$ cat config.mk
export PLATFORM = sky130hd
export DESIGN_NAME = timestamp_counter_to_microseconds
export DESIGN_NICKNAME = d
export VERILOG_FILES = /design/src/hw/rtl/tscu_pkg.sv /design/src/hw/rtl/tscu_front.sv /design/src/hw/rtl/tscu_queue.sv /design/src/hw/rtl/tscu_back.sv /design/src/hw/rtl/timestamp_counter_to_microseconds.sv
export SDC_FILE = /design/constraint.sdc
export NUM_CORES = 2
export LEC_CHECK = 0
export ABC_AREA = 0
export ABC_CLOCK_PERIOD_IN_PS = 29700
export BUFFER_PORTS_ARGS = -buffer_cell sky130_fd_sc_hd__buf_2
export CELL_PAD_IN_SITES_DETAIL_PLACEMENT = 0
export CELL_PAD_IN_SITES_GLOBAL_PLACEMENT = 1
export CORE_MARGIN = 2
export CORE_UTILIZATION = 33
export CTS_BUF_LIST = sky130_fd_sc_hd__clkbuf_8
export CTS_CLUSTER_DIAMETER = 100
export DETAILED_ROUTE_END_ITERATION = 10
export PLACE_DENSITY = 0.57
export SLEW_MARGIN = 20
export SYNTH_ARGS = -nofsm -noshare
export SYNTH_HDL_FRONTEND = slang
export SYNTH_SLANG_ARGS = --single-unit
$ cat constraint.sdc
create_clock -name clk -period 29.7 [get_ports clk]
set_input_delay 1.485 -clock clk [delete_from_list [all_inputs] [get_ports clk]]
set_output_delay 1.485 -clock clk [all_outputs]
set_load 0.05 [all_outputs]
$ cat src/hw/rtl/tscu_pkg.sv
// Shared types and constants for the timestamp counter to microseconds block.
`default_nettype none
package tscu_pkg;

	localparam int unsigned SAMPLE_W = 32;
	localparam int unsigned COUNT_W  = 64;
	localparam int unsigned CLOCK_W  = 30;
	localparam int unsigned SCALE_W  = 20;
	localparam int unsigned STEP_W   = 7;

	localparam int unsigned MS_DIGIT_W = 16;
	localparam int unsigned MS_REM_W   = 10;
	localparam int unsigned MS_VAL_W   = 26;
	localparam int unsigned MS_RECIP_W = 27;
	localparam int unsigned MS_SHIFT   = 36;

	localparam logic [SCALE_W-1:0] US_PER_S  = 20'd1000000;
	localparam logic [SCALE_W-1:0] US_PER_MS = 20'd1000;

	localparam logic [MS_RECIP_W-1:0] MS_RECIP = 27'd68719477;

	localparam logic [STEP_W-1:0] DIV_SEC_STEPS  = 7'd64;
	localparam logic [STEP_W-1:0] DIV_FRAC_STEPS = 7'd50;
	localparam logic [STEP_W-1:0] DIV_MS_STEPS   = 7'd4;

	localparam logic CFG_CLOCK_FREQUENCY = 1'b0;
	localparam logic CFG_CYCLE_PRESENT   = 1'b1;

	localparam logic OP_UPDATE = 1'b0;
	localparam logic OP_READ   = 1'b1;

	typedef struct packed {
		logic               present;
		logic [COUNT_W-1:0] value;
	} tscu_job_t;

	typedef enum logic [3:0] {
		ST_IDLE,
		ST_DIV_SEC,
		ST_MUL_FRAC,
		ST_DIV_FRAC,
		ST_MUL_LO,
		ST_MUL_HI,
		ST_ADD_FRAC,
		ST_DIV_MS,
		ST_TICK_A,
		ST_TICK_B,
		ST_WRITE
	} tscu_state_t;

endpackage
`default_nettype wire

$ cat src/hw/rtl/tscu_front.sv
// Front end: accepts items, keeps the extended count state and issues jobs.
`default_nettype none
module tscu_front (
	input  wire logic                         clk,
	input  wire logic                         arst_n,
	input  wire logic                         present,
	input  wire logic                         in_valid,
	output logic                              in_ready,
	input  wire logic                         op,
	input  wire logic [tscu_pkg::SAMPLE_W-1:0] counter_sample,
	output logic                              job_valid,
	input  wire logic                         job_ready,
	output tscu_pkg::tscu_job_t               job
);
	import tscu_pkg::*;

	logic [COUNT_W-1:0]  cycle_base_q;
	logic [SAMPLE_W-1:0] last_sample_q;
	logic [COUNT_W-1:0]  milli_ticks_q;
	logic [SAMPLE_W-1:0] delta;
	logic [COUNT_W-1:0]  cycle_sum;
	logic [COUNT_W-1:0]  ticks_next;
	logic                accept;

	assign in_ready  = job_ready;
	assign job_valid = in_valid;
	assign accept    = in_valid & job_ready;

	assign delta      = counter_sample - last_sample_q;
	assign cycle_sum  = cycle_base_q + {{(COUNT_W-SAMPLE_W){1'b0}}, delta};
	assign ticks_next = milli_ticks_q + {{(COUNT_W-1){1'b0}}, 1'b1};

	always_comb begin
		job.present = present;
		if (present) begin
			job.value = cycle_sum;
		end else if (op == OP_UPDATE) begin
			job.value = ticks_next;
		end else begin
			job.value = milli_ticks_q;
		end
	end

	always_ff @(posedge clk or negedge arst_n) begin
		if (!arst_n) begin
			cycle_base_q  <= '0;
			last_sample_q <= '0;
			milli_ticks_q <= '0;
		end else if (accept && op == OP_UPDATE) begin
			if (present) begin
				cycle_base_q  <= cycle_sum;
				last_sample_q <= counter_sample;
			end else begin
				milli_ticks_q <= ticks_next;
			end
		end
	end

endmodule
`default_nettype wire

$ cat src/hw/rtl/tscu_queue.sv
// Two-entry job queue between the front end and the conversion engine.
`default_nettype none
module tscu_queue (
	input  wire logic                clk,
	input  wire logic                arst_n,
	input  wire logic                push_valid,
	output logic                     push_ready,
	input  wire tscu_pkg::tscu_job_t push_job,
	output logic                     pop_valid,
	input  wire logic                pop_ready,
	output tscu_pkg::tscu_job_t      pop_job
);
	import tscu_pkg::*;

	tscu_job_t  slot_q [2];
	logic       wr_ptr_q;
	logic       rd_ptr_q;
	logic [1:0] count_q;
	logic       push;
	logic       pop;

	assign push_ready = (count_q != 2'd2);
	assign pop_valid  = (count_q != 2'd0);
	assign pop_job    = slot_q[rd_ptr_q];
	assign push       = push_valid & push_ready;
	assign pop        = pop_valid & pop_ready;

	always_ff @(posedge clk) begin
		if (push) begin
			slot_q[wr_ptr_q] <= push_job;
		end
	end

	always_ff @(posedge clk or negedge arst_n) begin
		if (!arst_n) begin
			wr_ptr_q <= 1'b0;
			rd_ptr_q <= 1'b0;
			count_q  <= 2'd0;
		end else begin
			if (push) begin
				wr_ptr_q <= ~wr_ptr_q;
			end
			if (pop) begin
				rd_ptr_q <= ~rd_ptr_q;
			end
			if (push && !pop) begin
				count_q <= count_q + 2'd1;
			end else if (pop && !push) begin
				count_q <= count_q - 2'd1;
			end
		end
	end

endmodule
`default_nettype wire

$ cat src/hw/rtl/tscu_back.sv
// Conversion engine: bit-serial divider, short multiplies and the result register.
`default_nettype none
module tscu_back (
	input  wire logic                         clk,
	input  wire logic                         arst_n,
	input  wire logic [tscu_pkg::CLOCK_W-1:0] clock_frequency,
	input  wire logic                         job_valid,
	output logic                              job_ready,
	input  wire tscu_pkg::tscu_job_t          job,
	output logic                              out_valid,
	input  wire logic                         out_ready,
	output logic [tscu_pkg::COUNT_W-1:0]      cycle_total,
	output logic [tscu_pkg::COUNT_W-1:0]      micro_total,
	output logic [tscu_pkg::COUNT_W-1:0]      milli_total
);
	import tscu_pkg::*;

	tscu_state_t         state_q;
	tscu_state_t         state_d;
	logic [STEP_W-1:0]   cnt_q;
	logic [COUNT_W-1:0]  cyc_q;
	logic [COUNT_W-1:0]  dvd_q;
	logic [CLOCK_W-1:0]  rem_q;
	logic [COUNT_W-1:0]  secs_q;
	logic [SCALE_W-1:0]  frac_q;
	logic [COUNT_W-1:0]  acc_q;
	logic                out_valid_q;
	logic [COUNT_W-1:0]  cycle_total_q;
	logic [COUNT_W-1:0]  micro_total_q;
	logic [COUNT_W-1:0]  milli_total_q;

	logic [CLOCK_W-1:0]           divisor;
	logic [CLOCK_W:0]             rem_shift;
	logic [CLOCK_W+1:0]           trial;
	logic [CLOCK_W-1:0]           rem_next;
	logic                         q_bit;
	logic [CLOCK_W+SCALE_W-1:0]   frac_prod;
	logic [SAMPLE_W+SCALE_W-1:0]  lo_prod;
	logic [SAMPLE_W+SCALE_W-1:0]  hi_prod;
	logic [COUNT_W-1:0]           micro_sum;
	logic [MS_VAL_W-1:0]          ms_val;
	logic [MS_VAL_W+MS_RECIP_W-1:0] ms_prod;
	logic [MS_DIGIT_W-1:0]        ms_digit;
	logic [MS_VAL_W-1:0]          ms_back;
	logic [MS_VAL_W-1:0]          ms_rem;
	logic                         out_free;
	logic                         step_last;

	assign out_valid   = out_valid_q;
	assign cycle_total = cycle_total_q;
	assign micro_total = micro_total_q;
	assign milli_total = milli_total_q;
	assign out_free    = ~out_valid_q | out_ready;
	assign job_ready   = (state_q == ST_IDLE);
	assign step_last   = (cnt_q == {{(STEP_W-1){1'b0}}, 1'b1});

	// One restoring division step; the quotient bit shifts into the dividend.
	assign divisor   = clock_frequency;
	assign rem_shift = {rem_q, dvd_q[COUNT_W-1]};
	assign trial     = {1'b0, rem_shift} - {2'b00, divisor};
	assign q_bit     = ~trial[CLOCK_W+1];
	assign rem_next  = q_bit ? trial[CLOCK_W-1:0] : rem_shift[CLOCK_W-1:0];

	// Milliseconds are found one 16-bit digit at a time. The reciprocal multiply is
	// exact for every value below 2^26, which covers a remainder under 1000 and a digit.
	assign ms_val   = {rem_q[MS_REM_W-1:0], dvd_q[COUNT_W-1 -: MS_DIGIT_W]};
	assign ms_prod  = ms_val * MS_RECIP;
	assign ms_digit = ms_prod[MS_SHIFT +: MS_DIGIT_W];
	assign ms_back  = {ms_digit, {MS_REM_W{1'b0}}}
		- {{(MS_REM_W-4){1'b0}}, ms_digit, 4'b0000}
		- {{(MS_REM_W-3){1'b0}}, ms_digit, 3'b000};
	assign ms_rem   = ms_val - ms_back;

	assign frac_prod = rem_q * US_PER_S;
	assign lo_prod   = secs_q[SAMPLE_W-1:0] * US_PER_S;
	assign hi_prod   = secs_q[COUNT_W-1:SAMPLE_W] * US_PER_S;
	assign micro_sum = acc_q + {{(COUNT_W-SCALE_W){1'b0}}, frac_q};

	always_comb begin
		state_d = state_q;
		unique case (state_q)
			ST_IDLE: begin
				if (job_valid) begin
					if (!job.present) begin
						state_d = ST_TICK_A;
					end else if (clock_frequency == '0) begin
						state_d = ST_WRITE;
					end else begin
						state_d = ST_DIV_SEC;
					end
				end
			end
			ST_DIV_SEC: begin
				if (step_last) begin
					state_d = ST_MUL_FRAC;
				end
			end
			ST_MUL_FRAC: state_d = ST_DIV_FRAC;
			ST_DIV_FRAC: begin
				if (step_last) begin
					state_d = ST_MUL_LO;
				end
			end
			ST_MUL_LO:   state_d = ST_MUL_HI;
			ST_MUL_HI:   state_d = ST_ADD_FRAC;
			ST_ADD_FRAC: state_d = ST_DIV_MS;
			ST_DIV_MS: begin
				if (step_last) begin
					state_d = ST_WRITE;
				end
			end
			ST_TICK_A:   state_d = ST_TICK_B;
			ST_TICK_B:   state_d = ST_WRITE;
			ST_WRITE: begin
				if (out_free) begin
					state_d = ST_IDLE;
				end
			end
			default:     state_d = ST_IDLE;
		endcase
	end

	always_ff @(posedge clk or negedge arst_n) begin
		if (!arst_n) begin
			state_q <= ST_IDLE;
		end else begin
			state_q <= state_d;
		end
	end

	always_ff @(posedge clk) begin
		unique case (state_q)
			ST_IDLE: begin
				cyc_q <= job.present ? job.value : '0;
				dvd_q <= (job.present && clock_frequency == '0) ? '0 : job.value;
				rem_q <= '0;
				acc_q <= '0;
				cnt_q <= DIV_SEC_STEPS;
			end
			ST_DIV_SEC, ST_DIV_FRAC: begin
				dvd_q <= {dvd_q[COUNT_W-2:0], q_bit};
				rem_q <= rem_next;
				cnt_q <= cnt_q - {{(STEP_W-1){1'b0}}, 1'b1};
			end
			ST_DIV_MS: begin
				dvd_q <= {dvd_q[COUNT_W-MS_DIGIT_W-1:0], ms_digit};
				rem_q <= {{(CLOCK_W-MS_REM_W){1'b0}}, ms_rem[MS_REM_W-1:0]};
				cnt_q <= cnt_q - {{(STEP_W-1){1'b0}}, 1'b1};
			end
			ST_MUL_FRAC: begin
				secs_q <= dvd_q;
				dvd_q  <= {frac_prod, {(COUNT_W-CLOCK_W-SCALE_W){1'b0}}};
				rem_q  <= '0;
				cnt_q  <= DIV_FRAC_STEPS;
			end
			ST_MUL_LO: begin
				frac_q <= dvd_q[SCALE_W-1:0];
				acc_q  <= {{(COUNT_W-SAMPLE_W-SCALE_W){1'b0}}, lo_prod};
			end
			ST_MUL_HI: begin
				acc_q <= acc_q + {hi_prod[SAMPLE_W-1:0], {SAMPLE_W{1'b0}}};
			end
			ST_ADD_FRAC: begin
				acc_q <= micro_sum;
				dvd_q <= micro_sum;
				rem_q <= '0;
				cnt_q <= DIV_MS_STEPS;
			end
			ST_TICK_A: begin
				acc_q <= (dvd_q << 10) - (dvd_q << 5);
			end
			ST_TICK_B: begin
				acc_q <= acc_q + (dvd_q << 3);
			end
			ST_WRITE: begin
				if (out_free) begin
					cycle_total_q <= cyc_q;
					micro_total_q <= acc_q;
					milli_total_q <= dvd_q;
				end
			end
			default: begin
				cnt_q <= '0;
			end
		endcase
	end

	always_ff @(posedge clk or negedge arst_n) begin
		if (!arst_n) begin
			out_valid_q <= 1'b0;
		end else if (state_q == ST_WRITE && out_free) begin
			out_valid_q <= 1'b1;
		end else if (out_ready) begin
			out_valid_q <= 1'b0;
		end
	end

endmodule
`default_nettype wire

$ cat src/hw/rtl/timestamp_counter_to_microseconds.sv
// Top level of the timestamp counter to microseconds block.
//
//   channel  direction  handshake            payload
//   cfg      in         cfg_we               cfg_index, cfg_data
//   in       in         in_valid / in_ready  op, counter_sample
//   out      out        out_valid / out_ready cycle_total, micro_total, milli_total
//
// With the cycle counter in use an item holds the engine for the bit-serial divider,
// 64 steps for seconds and 50 for the fraction, then for four 16-bit reciprocal steps
// for milliseconds. Fallback items pass through two shift-and-add multiply states, and
// an item with a zero clock goes straight to the write state.
// Reset clears the count state and loads a 170 MHz clock with the cycle counter on.
// A two-entry queue lets the front end take items while a result waits on out_ready.
`default_nettype none
module timestamp_counter_to_microseconds (
	input  wire logic                          clk,
	input  wire logic                          arst_n,
	input  wire logic                          cfg_we,
	input  wire logic                          cfg_index,
	input  wire logic [tscu_pkg::CLOCK_W-1:0]  cfg_data,
	input  wire logic                          in_valid,
	output logic                               in_ready,
	input  wire logic                          op,
	input  wire logic [tscu_pkg::SAMPLE_W-1:0] counter_sample,
	output logic                               out_valid,
	input  wire logic                          out_ready,
	output logic [tscu_pkg::COUNT_W-1:0]       cycle_total,
	output logic [tscu_pkg::COUNT_W-1:0]       micro_total,
	output logic [tscu_pkg::COUNT_W-1:0]       milli_total
);
	import tscu_pkg::*;

	logic [CLOCK_W-1:0] clock_frequency_q;
	logic               cycle_counter_present_q;
	logic               fq_valid;
	logic               fq_ready;
	tscu_job_t          fq_job;
	logic               qb_valid;
	logic               qb_ready;
	tscu_job_t          qb_job;

	always_ff @(posedge clk or negedge arst_n) begin
		if (!arst_n) begin
			clock_frequency_q       <= 30'd170000000;
			cycle_counter_present_q <= 1'b1;
		end else if (cfg_we) begin
			unique case (cfg_index)
				CFG_CLOCK_FREQUENCY: clock_frequency_q       <= cfg_data;
				CFG_CYCLE_PRESENT:   cycle_counter_present_q <= cfg_data[0];
				default:             clock_frequency_q       <= clock_frequency_q;
			endcase
		end
	end

	tscu_front u_front (
		.clk            (clk),
		.arst_n         (arst_n),
		.present        (cycle_counter_present_q),
		.in_valid       (in_valid),
		.in_ready       (in_ready),
		.op             (op),
		.counter_sample (counter_sample),
		.job_valid      (fq_valid),
		.job_ready      (fq_ready),
		.job            (fq_job)
	);

	tscu_queue u_queue (
		.clk        (clk),
		.arst_n     (arst_n),
		.push_valid (fq_valid),
		.push_ready (fq_ready),
		.push_job   (fq_job),
		.pop_valid  (qb_valid),
		.pop_ready  (qb_ready),
		.pop_job    (qb_job)
	);

	tscu_back u_back (
		.clk             (clk),
		.arst_n          (arst_n),
		.clock_frequency (clock_frequency_q),
		.job_valid       (qb_valid),
		.job_ready       (qb_ready),
		.job             (qb_job),
		.out_valid       (out_valid),
		.out_ready       (out_ready),
		.cycle_total     (cycle_total),
		.micro_total     (micro_total),
		.milli_total     (milli_total)
	);

endmodule
`default_nettype wire

### Word level (Yosys, flattened, before mapping)

Memory sizes are Yosys's and may differ from the RTL's.
Index checks and enable logic that the tools add are counted.

| word-level totals | value |
|---|---|
| flip-flop bits (word level) | 705 |
| RAM bits | 130 |
| input bits | 69 |
| memories kept | 1 |

| operators by class | value |
|---|---|
| $add $sub $neg | 14 |
| $mul | 4 |
| equal/unequal tests | 17 |
| multiplexer cells | 22 |
| bitwise logic cells | 10 |
| reductions and logical operators | 25 |

Memories:

| memory | words | width | read ports | clocked after Yosys merged registers in | write ports | line | source |
|---|---|---|---|---|---|---|---|
| u_queue.slot_q | 2 | 65 | 1 | 0 | 1 | tscu_queue.sv:15 | `tscu_job_t slot_q [2];` |

Operators by type and width:

| cell | number |
|---|---|
| one-hot mux 64 bit (6 select lines) | 1 |
| one-hot mux 64 bit (5 select lines) | 1 |
| two-way mux 64 bit | 3 |
| adder 64 bit | 2 |
| one-hot mux 30 bit (3 select lines) | 1 |
| adder 64 x 1 -> 64 bit, second input constant | 1 |
| adder 64 x 20 -> 64 bit | 1 |
| adder 64 x 32 -> 64 bit | 1 |
| subtractor 64 bit | 1 |
| multiplier 26 x 27 -> 52 bit, second input constant | 1 |
| multiplier 32 x 14 -> 46 bit, second input constant | 1 |
| multiplier 30 x 14 -> 44 bit, second input constant | 1 |
| one-hot mux 4 bit (11 select lines) | 1 |
| one-hot mux 7 bit (5 select lines) | 1 |
| multiplier 32 x 14 -> 26 bit, second input constant | 1 |
| subtractor 31 x 30 -> 32 bit | 1 |
| subtractor 32 bit | 1 |
| logical NOT 30 bit | 1 |
| two-way mux 30 bit | 1 |
| two-way mux 4 bit | 7 |
| subtractor 10 bit | 2 |
| == test 4 x 3 -> 1 bit, second input constant | 4 |
| == test 4 bit, second input constant | 3 |
| != test 2 x 1 -> 1 bit, second input constant | 5 |
| 25 further kinds | 49 |

### Longest topological paths before layout

| depth | value |
|---|---|
| depth after elaboration | 6 |
| depth in mapped cells | 35 |
| gate-level depth less buffers | 35 |

### Hierarchy

Synthesis repeated with hierarchy kept, for this count alone.

| second synthesis, totals | value |
|---|---|
| cell total of the unflattened synthesis | 7368 |
| area, all modules | 75618.8 um2 |

By module, submodules not included:

| module | instances | cells an instance | area an instance (um2) |
|---|---|---|---|
| tscu_back | 1 | 5531 | 56750.7 |
| tscu_front | 1 | 1550 | 12592.1 |
| tscu_queue | 1 | 220 | 5046.1 |
| timestamp_counter_to_microseconds | 1 | 67 | 1229.9 |

### Worst setup path after synthesis

No wires, ideal clock.

| timing path | value |
|---|---|
| path kind | input to register |
| start point | in out_ready |
| end point | reg u_back.cycle_total_q[0], in the netlist u_back.cycle_total[0], enable pin |
| arrival time | 9.504 ns |
| path slack | 19.449 ns |
| cell stages on the path | 2 |
| path buffers | 0 |
| cells stage by stage | nor2b_1 > nor2_1 |

| between the ends | value |
|---|---|
| longest elaborated chain between the ends | 2 |

Ends and longest elaborated chain:

| item | line | source |
|---|---|---|
| start: declaration | timestamp_counter_to_microseconds.sv:26 | `input wire logic out_ready,` |
| bitwise OR 1 bit | tscu_back.sv:53 | `assign out_free = ~out_valid_q \| out_ready;` |
| AND reduction 2 bit (no source line) | n/a |  |
| end signal: assignment | tscu_back.sv:177 | `cycle_total_q <= cyc_q;` |
| end: declaration | tscu_back.sv:28 | `logic [COUNT_W-1:0] cycle_total_q;` |

Every way passes these cells.
A chain may end at the register's enable or synchronous reset.

### Worst setup path after layout

| timing path | value |
|---|---|
| start point | reg u_back.dvd_q[57] |
| end point | reg u_back.rem_q[9] (data pin) |

| between the ends | value |
|---|---|
| longest elaborated chain between the ends | 5 |

Ends and longest elaborated chain:

| item | line | source |
|---|---|---|
| start: declaration | tscu_back.sv:22 | `logic [COUNT_W-1:0] dvd_q;` |
| start signal: assignment | tscu_back.sv:135 | `dvd_q <= (job.present && clock_frequency == '0) ? '0 : job.value;` |
| start signal: assignment | tscu_back.sv:141 | `dvd_q <= {dvd_q[COUNT_W-2:0], q_bit};` |
| start signal: assignment | tscu_back.sv:146 | `dvd_q <= {dvd_q[COUNT_W-MS_DIGIT_W-1:0], ms_digit};` |
| multiplier 26 x 27 -> 52 bit | tscu_back.sv:67 | `assign ms_prod = ms_val * MS_RECIP;` |
| subtractor 1 x 10 -> 10 bit | tscu_back.sv:70 | `- {{(MS_REM_W-4){1'b0}}, ms_digit, 4'b0000}` |
| subtractor 10 bit | tscu_back.sv:71 | `- {{(MS_REM_W-3){1'b0}}, ms_digit, 3'b000};` |
| subtractor 10 bit (*) | tscu_back.sv:72 | `assign ms_rem = ms_val - ms_back;` |
| one-hot mux 30 bit (3 select lines) (*) | tscu_back.sv:132 | `unique case (state_q)` |
| end signal: assignment | tscu_back.sv:142 | `rem_q <= rem_next;` |
| end signal: assignment | tscu_back.sv:147 | `rem_q <= {{(CLOCK_W-MS_REM_W){1'b0}}, ms_rem[MS_REM_W-1:0]};` |
| end: declaration | tscu_back.sv:23 | `logic [CLOCK_W-1:0] rem_q;` |

Every way passes the cells marked *; elsewhere a longest branch is shown, timed or not.

==> flow_metrics.env <==
export IMPL_synth_xor_area_share_pct=6.86
export IMPL_die_area_um2=226000
export IMPL_ant_nets=0
export IMPL_synth_top_family_by_area="adder cells"
export IMPL_grt_pass1_wl_um=375000
export IMPL_synth_top_area_share_pct=25.7
export IMPL_synth_cell_types=100
export IMPL_worstHoldEndpoint="u_back.cycle_total[20]$_DFFE_PP_"
export IMPL_yosys_top_cells_area="edfxtp_1 26%, ha_1 15%, fa_1 15%"
export IMPL_maxSlewHeadroom_pct=19.5
export IMPL_async_reset_ff_share_pct=24.1
export IMPL_vias_per_cell=5.16
export IMPL_rr_endpoint="u_back.rem_q[9]$_DFFE_PP_"
export IMPL_r2r_setup_slack_ns=20.42
export IMPL_synth_seq_cells=829
export IMPL_yosys_area_top_type="edfxtp_1"
export IMPL_hold_buffers=0
export IMPL_placed_area_um2=78500
export IMPL_grt_max_degree=82
export IMPL_fin_cells=10600
export IMPL_die_w_um=476
export IMPL_dp_cells=10300
export IMPL_fin_crit_ns=9.28
export IMPL_cpPeakStageDelay_ns=0.96
export IMPL_end_kind="flop"
export IMPL_start_util_pct=33.1
export IMPL_grtUsageTotal_pct=22.5
export IMPL_cp_startpoint="u_back.dvd_q[57]$_DFFE_PP_"
export IMPL_hold_class="flop to flop"
export IMPL_routabilityCongestion=0.925
export IMPL_clock_skew_ns=0.0874
export IMPL_required_ns=30.46
export IMPL_syn_inst=7182
export IMPL_antenna_found_initial=17
export IMPL_period_share_pct=31.3
export IMPL_fp_dieH_um=476
export IMPL_min_path_cells=0
export IMPL_cts_root_buf="clkbuf_8"
export IMPL_postCtsResizedCells=0
export IMPL_wirelength_um=253000
export IMPL_numCtsBuffers=164
export IMPL_syn_area_um2=73400
export IMPL_synth_ff_type="edfxtp_1"
export IMPL_clk_latency_ns=1.00
export IMPL_r2r_cells=31
export IMPL_synth_nets=8689
export IMPL_setup_viol=0
export IMPL_cp_top_family="adder cells"
export IMPL_coreArea_um2=222000
export IMPL_synth_edf_count=629
export IMPL_grt_pass1_vias=56500
export IMPL_cts_sink_count=829
export IMPL_cp_start_kind="flop"
export IMPL_io_pins=263
export IMPL_worstSetupPathType="flop to flop"
export IMPL_synth_simple_gate_area_share_pct=10.1
export IMPL_ys_seq_area_share_pct=32.6
export IMPL_synth_mux_area_share_pct=1.32
export IMPL_area_growth_pct=11.8
export IMPL_avgSynthCellArea_um2=10.2
export IMPL_min_delay_start="u_back.cyc_q[20]$_SDFFCE_PN0P_"
export IMPL_crit_slowest_cell="edfxtp_1"
export IMPL_synth_adder_area_share_pct=30.1
export IMPL_worst_slew_pin_slew_ns=1.17
export IMPL_grt_ovfl_total=0
export IMPL_finalSetupTns_ns=0
export IMPL_layout_drive_gt1_share_pct=8.69
export IMPL_post_drt_wl_per_cell_um=23.8
export IMPL_r2r_start="u_back.dvd_q[57]$_DFFE_PP_"
export IMPL_rsz0062_at_grt="false"
export IMPL_hold_violations=0
export IMPL_fin_nets=9023
export IMPL_design_area_um2=82100
export IMPL_crit_path_max_fanout=14
export IMPL_fillCellCount=22600
export IMPL_dp_hpwl_um=200000
export IMPL_cts_tree="built"
export IMPL_port_buffers=262
export IMPL_yosysMostFrequentCell="inv_1"
export IMPL_synth_compound_area_share_pct=13.1
export IMPL_row_count=173
export IMPL_drcViolationCount=0
export IMPL_postLayoutCoreUtil_pct=37.0
export IMPL_drt_pass1_iterations=6
export IMPL_drt_iter0_markers=4009
export IMPL_post_cts_buffers=0
export IMPL_clockBufferDepth=3
export IMPL_synth_warnings=0
export IMPL_vias=54900
export IMPL_clk_pin_slew_ns=0.06
export IMPL_cts_htree_levels=4
export IMPL_fmax_mhz=108
export IMPL_drv_slew=0
export IMPL_critPathArrivalTime_ns=10.05
export IMPL_cap_viol_max_count=0
export IMPL_cp_common_cell="fa_1"
export IMPL_outcome="complete, no violations"
export IMPL_synthTopCellsByCount="998 x inv_1, 893 x ha_1, 629 x edfxtp_1, 545 x fa_1, 504 x nor2_1"
export IMPL_path_buf_inv=6
==> cells by family (layout without fill, tap and decap cells) <==
| kind of cell | Yosys count | after routing |
|---|---|---|
| simple gates | 1592 | 1592 |
| xor+xnor | 573 | 573 |
| mux | 96 | 96 |
| buf+inv | 1175 | 1644 |
| other cells | 0 | 13 |
| fa+ha+maj | 1438 | 1438 |
| compound gates | 1479 | 1479 |
| flops | 829 | 829 |
==> final cells by class <==
| class | instances | area, µm² | area share (%) |
|---|---|---|---|
| Multi-Input combinational cell | 5178 | 45200 | 55.1 |
| Sequential cell | 829 | 23900 | 29.1 |
| Inverter | 999 | 3750 | 4.57 |
| Tap cell | 2975 | 3720 | 4.53 |
| Clock buffer | 174 | 2390 | 2.92 |
| Timing Repair Buffer | 344 | 1940 | 2.36 |
| Clock inverter | 127 | 1130 | 1.38 |
| Antenna cell | 13 | 32.5 | 0.0396 |
==> placed cells by master (no fill, tap or decap), types with 88 or more instances in the layout <==
cell         n
inv_1     1035
nor2_1     497
fa_1       545
o21ai_0    340
a21oi_1    375
clkbuf_8   174
nand3_1    134
a21o_1     190
mux2i_1     88
edfxtp_1   629
buf_2      261
nand2_1    453
xor2_1     232
ha_1       893
xnor2_1    340
dfrtp_1    186
==> worst reg2reg max path: cells and delay by family (launching register included) <==
| kind | cells | cell delay [ns] |
|---|---|---|
| buf+inv | 6 | 0.55 |
| compound gates | 12 | 2.58 |
| fa+ha+maj | 10 | 4.36 |
| flops | 1 | 0.96 |
| xor+xnor | 3 | 0.70 |
==> registers in the layout, summed over array words and instances (netlist names), 32 cells and up <==
signal,cells
u_queue.slot_q,130
u_front.cycle_base_q,64
u_back.micro_total,64
u_back.secs_q,58
u_back.dvd_q,64
u_front.milli_ticks_q,64
u_back.cyc_q,64
u_back.cycle_total,64
u_front.last_sample_q,32
u_back.milli_total,64
u_back.acc_q,64
==> metrics by stage <==
stage / setup slack [ns] / hold slack, ns
2_1_floorplan: 19.45 / 0.400
6_report: 20.42 / 0.408
3_3_place_gp: 20.58 / 0.404
5_1_grt: 19.91 / 0.423
3_5_place_dp: 20.43 / 0.405
4_1_cts: 20.41 / 0.411
==> how the worst max path moves through the flow <==
stage | slack, ns | cells past startpoint | endpoint
2_1_floorplan | 19.45 | 2 | u_back.cycle_total[0]$_DFFE_PP_
3_3_place_gp | 20.58 | 31 | u_back.rem_q[9]$_DFFE_PP_
3_5_place_dp | 20.43 | 31 | u_back.rem_q[9]$_DFFE_PP_
4_1_cts | 20.41 | 31 | u_back.rem_q[9]$_DFFE_PP_
5_1_grt | 19.91 | 32 | u_back.rem_q[9]$_DFFE_PP_
6_report | 20.42 | 31 | u_back.rem_q[9]$_DFFE_PP_
==> metal layers <==
| metal | routed length [µm] | track usage [%] |
|---|---|---|
| met1 | 119000 | 31.6 |
| met2 | 117000 | 36.5 |
| met3 | 11600 | 2.76 |
| met4 | 6610 | 5.79 |
| met5 | 0 | 0 |
Power is left out: the tool's default activity adds up to more than one toggle a clock period on the data nets, which glitch-free logic cannot reach.
